==> src/ciss_pkg.sv <==
`default_nettype none

package ciss_pkg;

  // Search limits
  localparam int PATTERN_MAX = 16;
  localparam int TEXT_MAX    = 1048576;

  // Field widths fixed by the interface
  localparam int BYTE_W      = 8;
  localparam int LEN_W       = 5;
  localparam int START_W     = 20;
  localparam int CFG_W       = 64;
  localparam int CFG_IDX_W   = 2;
  localparam int PAT_BYTES   = 16;
  localparam int HALF_BYTES  = PAT_BYTES / 2;
  localparam int IN_TDATA_W  = 8;
  localparam int OUT_TDATA_W = 24;

  // Derived sizes
  localparam int WIN_IDX_W   = (PATTERN_MAX > 1) ? $clog2(PATTERN_MAX) : 1;
  localparam int CNT_MAX     = TEXT_MAX + PATTERN_MAX;
  localparam int CNT_W       = $clog2(CNT_MAX + 1);
  localparam int START_LIMIT = (1 << START_W) - 1;

  // Configuration register indexes
  typedef enum logic [CFG_IDX_W-1:0] {
    REG_PAT_LO  = 2'd0,
    REG_PAT_HI  = 2'd1,
    REG_PAT_LEN = 2'd2
  } cfg_reg_e;

  // Fold ASCII upper case to lower case
  function automatic logic [BYTE_W-1:0] fold_case(input logic [BYTE_W-1:0] b);
    logic [BYTE_W-1:0] r;
    r = b;
    if (b >= 8'h41 && b <= 8'h5A) begin
      r = b + 8'h20;
    end
    return r;
  endfunction

endpackage

`default_nettype wire

==> src/case_insensitive_substring_search_top.sv <==
// Case-insensitive substring search over a byte stream.
// Input stream: one text byte per request on s_axis_tdata, s_axis_tlast marks
// the last byte of a text. ASCII A-Z are folded to lower case on both the
// text and the pattern.
// Configuration: cfg_wr_en_i/cfg_index_i/cfg_wdata_i write the pattern bytes
// (indexes 0 and 1) and the pattern length (index 2). Write only while idle.
// Output stream: one request per text, issued for the byte marked last:
// m_axis_tdata bit 0 is match_found, bits 20:1 the zero-based start of the
// first match (0 when none). An empty pattern never matches.
// Throughput: one byte per cycle while no result waits on a stalled receiver; the
// window compare is a single parallel stage feeding the result register.
// Latency: the result is valid the cycle after the last byte is accepted.
// Reset clears the byte counter, the hit state, the result valid flag and all
// configuration registers. The window and the result payload are left as they
// are; a compare only looks at bytes taken in the current text.
// Stall: a pending result is held in the output register; s_axis_tready
// stays high while that register is empty or being read this cycle, and
// drops while a result waits on a stalled receiver.
`default_nettype none

module case_insensitive_substring_search_top
  import ciss_pkg::*;
(
  input  wire                        clk_i,
  input  wire                        rst_ni,
  // Configuration write port
  input  wire                        cfg_wr_en_i,
  input  wire [CFG_IDX_W-1:0]        cfg_index_i,
  input  wire [CFG_W-1:0]            cfg_wdata_i,
  // Text input stream
  input  wire                        s_axis_tvalid,
  output logic                       s_axis_tready,
  input  wire [IN_TDATA_W-1:0]       s_axis_tdata,   // [7:0] text_byte
  input  wire                        s_axis_tlast,   // is_final
  // Result output stream
  output logic                       m_axis_tvalid,
  input  wire                        m_axis_tready,
  output logic [OUT_TDATA_W-1:0]     m_axis_tdata    // [0] match_found, [20:1] match_start
);

  // Pattern store, held folded
  logic [BYTE_W-1:0]  pat_q [PAT_BYTES];
  logic [LEN_W-1:0]   len_q;

  // Per-text search state
  logic [BYTE_W-1:0]  win_q [PATTERN_MAX];
  logic [CNT_W-1:0]   cnt_q, cnt_d;
  logic               hit_q, hit_d;
  logic [START_W-1:0] hit_start_q, hit_start_d;

  // Result register
  logic               out_valid_q, out_valid_d;
  logic               out_found_q, out_found_d;
  logic [START_W-1:0] out_start_q, out_start_d;

  logic               accept;
  logic [BYTE_W-1:0]  win_new [PATTERN_MAX];
  logic [LEN_W-1:0]   eff_len;
  logic [CNT_W:0]     pos1;
  logic [CNT_W:0]     start_now;
  logic               match_now;
  logic               hit_now;

  // Take a byte whenever the result register is free or draining
  assign s_axis_tready = !out_valid_q || m_axis_tready;
  assign accept        = s_axis_tvalid && s_axis_tready;

  // Configuration writes, folding the pattern on the way in
  always_ff @(posedge clk_i or negedge rst_ni) begin
    if (!rst_ni) begin
      for (int i = 0; i < PAT_BYTES; i++) begin
        pat_q[i] <= '0;
      end
      len_q <= '0;
    end else if (cfg_wr_en_i) begin
      unique case (cfg_reg_e'(cfg_index_i))
        REG_PAT_LO: begin
          for (int i = 0; i < HALF_BYTES; i++) begin
            pat_q[i] <= fold_case(cfg_wdata_i[i*BYTE_W +: BYTE_W]);
          end
        end
        REG_PAT_HI: begin
          for (int i = 0; i < HALF_BYTES; i++) begin
            pat_q[HALF_BYTES+i] <= fold_case(cfg_wdata_i[i*BYTE_W +: BYTE_W]);
          end
        end
        REG_PAT_LEN: begin
          len_q <= cfg_wdata_i[LEN_W-1:0];
        end
        default: begin
        end
      endcase
    end
  end

  // Clamp the length to the window depth
  assign eff_len = (len_q > LEN_W'(PATTERN_MAX)) ? LEN_W'(PATTERN_MAX) : len_q;

  // Window after shifting in the new byte, newest in entry 0
  always_comb begin
    win_new[0] = fold_case(s_axis_tdata[BYTE_W-1:0]);
    for (int k = 1; k < PATTERN_MAX; k++) begin
      win_new[k] = win_q[k-1];
    end
  end

  // Parallel compare: pattern byte j against window entry len-1-j
  always_comb begin
    logic [WIN_IDX_W-1:0] idx;
    match_now = 1'b1;
    idx       = '0;
    for (int j = 0; j < PATTERN_MAX; j++) begin
      if (LEN_W'(j) < eff_len) begin
        idx = WIN_IDX_W'(eff_len - LEN_W'(j) - LEN_W'(1));
        if (win_new[idx] != pat_q[j]) begin
          match_now = 1'b0;
        end
      end
    end
  end

  // Start of a match ending at this byte, and whether it counts
  assign pos1      = {1'b0, cnt_q} + (CNT_W+1)'(1);
  assign start_now = pos1 - (CNT_W+1)'(eff_len);
  assign hit_now   = !hit_q && (eff_len != '0) && (pos1 >= (CNT_W+1)'(eff_len))
                     && match_now
                     && (start_now < (CNT_W+1)'(TEXT_MAX))
                     && (start_now <= (CNT_W+1)'(START_LIMIT));

  // Next search state and result
  always_comb begin
    cnt_d       = cnt_q;
    hit_d       = hit_q;
    hit_start_d = hit_start_q;
    out_valid_d = out_valid_q;
    out_found_d = out_found_q;
    out_start_d = out_start_q;
    if (accept) begin
      out_valid_d = s_axis_tlast;
      if (s_axis_tlast) begin
        out_found_d = hit_q || hit_now;
        if (hit_q) begin
          out_start_d = hit_start_q;
        end else if (hit_now) begin
          out_start_d = start_now[START_W-1:0];
        end else begin
          out_start_d = '0;
        end
        // Clear for the next text
        cnt_d       = '0;
        hit_d       = 1'b0;
        hit_start_d = '0;
      end else begin
        if (cnt_q < CNT_W'(CNT_MAX)) begin
          cnt_d = cnt_q + CNT_W'(1);
        end
        if (hit_now) begin
          hit_d       = 1'b1;
          hit_start_d = start_now[START_W-1:0];
        end
      end
    end else if (m_axis_tready) begin
      out_valid_d = 1'b0;
    end
  end

  // Control and search state
  always_ff @(posedge clk_i or negedge rst_ni) begin
    if (!rst_ni) begin
      cnt_q       <= '0;
      hit_q       <= 1'b0;
      hit_start_q <= '0;
      out_valid_q <= 1'b0;
    end else begin
      cnt_q       <= cnt_d;
      hit_q       <= hit_d;
      hit_start_q <= hit_start_d;
      out_valid_q <= out_valid_d;
    end
  end

  // Window and result payload; the counter guards stale window entries
  always_ff @(posedge clk_i) begin
    if (accept) begin
      for (int k = 0; k < PATTERN_MAX; k++) begin
        win_q[k] <= win_new[k];
      end
    end
    out_found_q <= out_found_d;
    out_start_q <= out_start_d;
  end

  assign m_axis_tvalid = out_valid_q;
  assign m_axis_tdata  = {(OUT_TDATA_W-START_W-1)'(0), out_start_q, out_found_q};

endmodule

`default_nettype wire

==> config.mk <==
export PLATFORM = sky130hd
export DESIGN_NAME = case_insensitive_substring_search_top
export DESIGN_NICKNAME = d
export VERILOG_FILES = /design/src/ciss_pkg.sv /design/src/case_insensitive_substring_search_top.sv
export SDC_FILE = /design/constraint.sdc
export NUM_CORES = 1
export LEC_CHECK = 0
export BUFFER_PORTS_ARGS = -buffer_cell sky130_fd_sc_hd__buf_2
export CAP_MARGIN = 20
export CELL_PAD_IN_SITES_DETAIL_PLACEMENT = 0
export CELL_PAD_IN_SITES_GLOBAL_PLACEMENT = 1
export CORE_ASPECT_RATIO = 1.2
export CORE_MARGIN = 5
export CORE_UTILIZATION = 50
export DETAILED_ROUTE_END_ITERATION = 8
export PLACE_DENSITY_LB_ADDON = 0.08
export SKIP_CTS_REPAIR_TIMING = 1
export SYNTH_ARGS = -nofsm -noshare
export SYNTH_HDL_FRONTEND = slang
export SYNTH_SLANG_ARGS = --single-unit
==> constraint.sdc <==
create_clock -name clk_i -period 6.8 [get_ports clk_i]
set_clock_uncertainty 0.05 [all_clocks]
set_input_delay 2.04 -clock clk_i [delete_from_list [all_inputs] [get_ports clk_i]]
set_output_delay 2.04 -clock clk_i [all_outputs]
set_load 0.02 [all_outputs]
==> results.cfg <==
[drt]
routed_wl_um = 89950
wire_per_inst_um = 28.66
ant_nets = 0
post-route-drc-count = 0
via_per_inst = 6.723
drt_iter0_markers = 2142
drt_first_pass_iters = 6
vias = 21097

[place]
dp_hpwl_um = 66690
gp_congestion = 1.058
port_buffers = 102

[setup_path]
path_class = input pin to register
cp-start-kind = input pin
crit_path_top_delay_cell = a2111o_1
crit_fanout = 23
required_ns = 7.22
path_cells = buf_2 -> or3_1 -> o221ai_1 -> o21ai_0 -> o31ai_1 -> buf_4 -> nor2_1 -> a2bb2oi_1 -> xor2_1 -> nor3_1 -> a32oi_1 -> a2111o_1 -> or4_1 -> o211ai_1
slowest_delay_ns = 0.68
worstPathArrival_ns = 6.57
end_kind = register

[power]
swShare = 0.4308
seqPwrFrac = 0.279
combPwrFrac = 0.499
p_leak_nw = 10.62
p_clk_frac = 0.222
total_power_w = 0.009264
p_switching_w = 0.003991
internal_power_w = 0.005273
power_density_nw_per_um2 = 351.7
ir_drop_mv = 0.2230

[timing]
period_share = 0.9041
max_freq_mhz = 162.7
setup_viol = 0
worstMarginPinSlew_ns = 1.122
fin_crit_ns = 6.148
final.setup.tns_ns = 0
slew_headroom = 0.2486
hold_violations = 0
rsz0062_at_grt = no
slew_violations = 0

[clock_tree]
cts_tree = done
path_clk_slew_ns = 0.06
clk_latency_ns = 0.57
htreeDepth = 2
numCtsBuffers = 37
root_buffer = clkbuf_16
clk_path_buf_depth = 3
cts_sinks = 317

[floorplan]
die_y_um = 249.4
die-area_um2 = 52260
num_rows = 87
initial_core_util = 0.5068
core_um2 = 47130
io_pins = 106
die_w_um = 209.5

[logic_synthesis]
synthArstFlopShare = 0.5552
netlist-cell-type-count = 92
synth_area_um2 = 23890
ys.flop_type = dfrtp_1
ys_warn_count = 0
synth_cells = 2446
ys_ff_latch = 317
yosysSeqAreaShare = 0.3617
synth-edff-count = 141
synth.avg_cell_area_um2 = 9.765

[cells_and_area]
finalNetCount = 2592
area_growth_pct = 10.27
drive_above_1_share = 0.1734

[outcome]
status = finished clean

[grt]
grt_pass1_wl_um = 131500
grt.overflow.total = 0
antenna_found_initial = 3
grt_start_max_net_pins = 93
grt_pass1_vias = 19957
grt_usage = 0.3319

[min_path]
hold_path_class = register to register

[flow_run]
cap_violations = 0
## cells in the final DEF, fill, tap and decap left out, types with 16 or more instances in the layout
cell type  netlist  routed
buf_2           34     101
nand4_1         20      20
xor2_1          75      75
buf_4            8      70
mux4_2          91      91
inv_1           51      50
o22ai_1         26      26
nand2_1        333     333
a211oi_1        26      26
nor2b_1         16      16
dfrtp_1        176     175
o31ai_1         22      22
nor3_1          31      31
o211ai_1        36      36
a31oi_1         31      31
mux2i_1        192     190
ha_1            24      23
a21oi_1         86      86
or4_1           16      16
nor4_1          26      26
or3_1           18      18
nor2_1         106     105
xnor2_1        122     116
clkbuf_16        0      40
mux2_2          68      68
nand3_1         53      53
and2_1          28      28
nand2b_1        18      17
o21ai_0        182     182
edfxtp_1       141     141
## state kept, by name, summed over array words and instances (netlist names)
name and cells:
win_q 120, len_q 5, out_found_q 1, cnt_q 21
m_axis_tvalid 1, out_start_q 20, hit_start_q 20, pat_q 128
hit_q 1
## stage by stage
step | cells | cell area [µm²] | hold WS, ns | util | worst slack, ns
3_5_place_dp | 3070 | 25090 | 0.4361 | 0.5323 | 0.2709
6_report | 3138 | 26340 | 0.4543 | 0.5588 | 0.6520
3_3_place_gp | 3070 | 25090 | 0.4232 | 0.5323 | 0.2945
5_1_grt | 3138 | 26340 | 0.4688 | 0.5588 | 0.4115
4_1_cts | 3136 | 26320 | 0.4530 | 0.5584 | 0.8449
2_1_floorplan | 2448 | 23890 | 0.3744 | - | 0.6347
## cell families (layout without fill, tap and decap cells)
family | after synthesis | after routing | share of synthesized area
mux | 352 | 352 | 0.1989
simple gates | 734 | 734 | 0.1467
compound gates | 585 | 585 | 0.1634
xor+xnor | 199 | 199 | 0.07360
other cells | 1 | 4 | 0.0001570
buf+inv | 233 | 299 | 0.04222
flops | 317 | 317 | 0.3617
fa+ha+maj | 25 | 25 | 0.01341
## routing by layer
layer  global-route usage  wire length (µm)  vias to the layer above
li1                     -                 -                     9287
met1               0.3994             32690                    10466
met2               0.5562             43690                     1081
met3              0.05916              6984                      261
met4               0.1968              6568                        2
met5                    0                15                        -
## layout make-up
cell class,instances,area (µm²)
fillers,4193,20800
clock inverters,19,192.7
multi-input cells,1898,14330
well taps,623,779.5
inverters,56,220.2
diodes,1,2.502
clock buffers,47,1037
repair buffers,177,1137
flip-flops and latches,317,8642
## worst paths after layout
path | from | to | slack [ns] | cells past startpoint
min in group asynchronous | rst_ni | cnt_q[18]$_DFFE_PN0P_ | 1.32 | 1
max | s_axis_tdata[3] | hit_start_q[14]$_DFFE_PN0P_ | 0.65 | 14
max in group asynchronous | rst_ni | pat_q[34]$_DFFE_PN0P_ | 4.23 | 2
min | pat_q[80]$_DFFE_PN0P_ | pat_q[80]$_DFFE_PN0P_ | 0.45 | 2
max reg2reg | len_q[4]$_DFFE_PN0P_ | hit_start_q[14]$_DFFE_PN0P_ | 0.84 | 14
min reg2reg | pat_q[80]$_DFFE_PN0P_ | pat_q[80]$_DFFE_PN0P_ | 0.45 | 2
## Yosys cell counts, types with 20 or more instances
cell / count / share of area
nor4_1: 26 / 0.0068
mux2i_1: 192 / 0.080
edfxtp_1: 141 / 0.18
a211oi_1: 26 / 0.0082
nand3_1: 53 / 0.011
mux4_2: 91 / 0.086
mux2_2: 68 / 0.032
o31ai_1: 22 / 0.0069
nor3_1: 31 / 0.0065
nand2_1: 333 / 0.052
buf_2: 34 / 0.0071
o21ai_0: 182 / 0.038
nand4_1: 20 / 0.0052
nor2_1: 106 / 0.017
o22ai_1: 26 / 0.0068
a31oi_1: 31 / 0.0081
xnor2_1: 122 / 0.045
xor2_1: 75 / 0.028
a21oi_1: 86 / 0.018
inv_1: 51 / 0.0080
ha_1: 24 / 0.013
o211ai_1: 36 / 0.011
dfrtp_1: 176 / 0.18
and2_1: 28 / 0.0073
clkbuf_1: 115 / 0.018
## worst max-delay path: cells and delay by family
family          cells  cell delay [ns]
compound gates      7             2.22
xor+xnor            1             0.19
buf+inv             2             0.44
simple gates        4             1.66
## power by group through the flow
stage / combinational (W) / sequential (W) / clock [W]
after global placement: 0.00448 / 0.00260 / 0
after detailed placement: 0.00450 / 0.00261 / 0
after global routing: 0.00486 / 0.00260 / 0.00218
after floorplan: 0.00311 / 0.00247 / 0
final: 0.00462 / 0.00259 / 0.00206
after CTS: 0.00452 / 0.00258 / 0.00209
(Power assumes the default switching activity.)
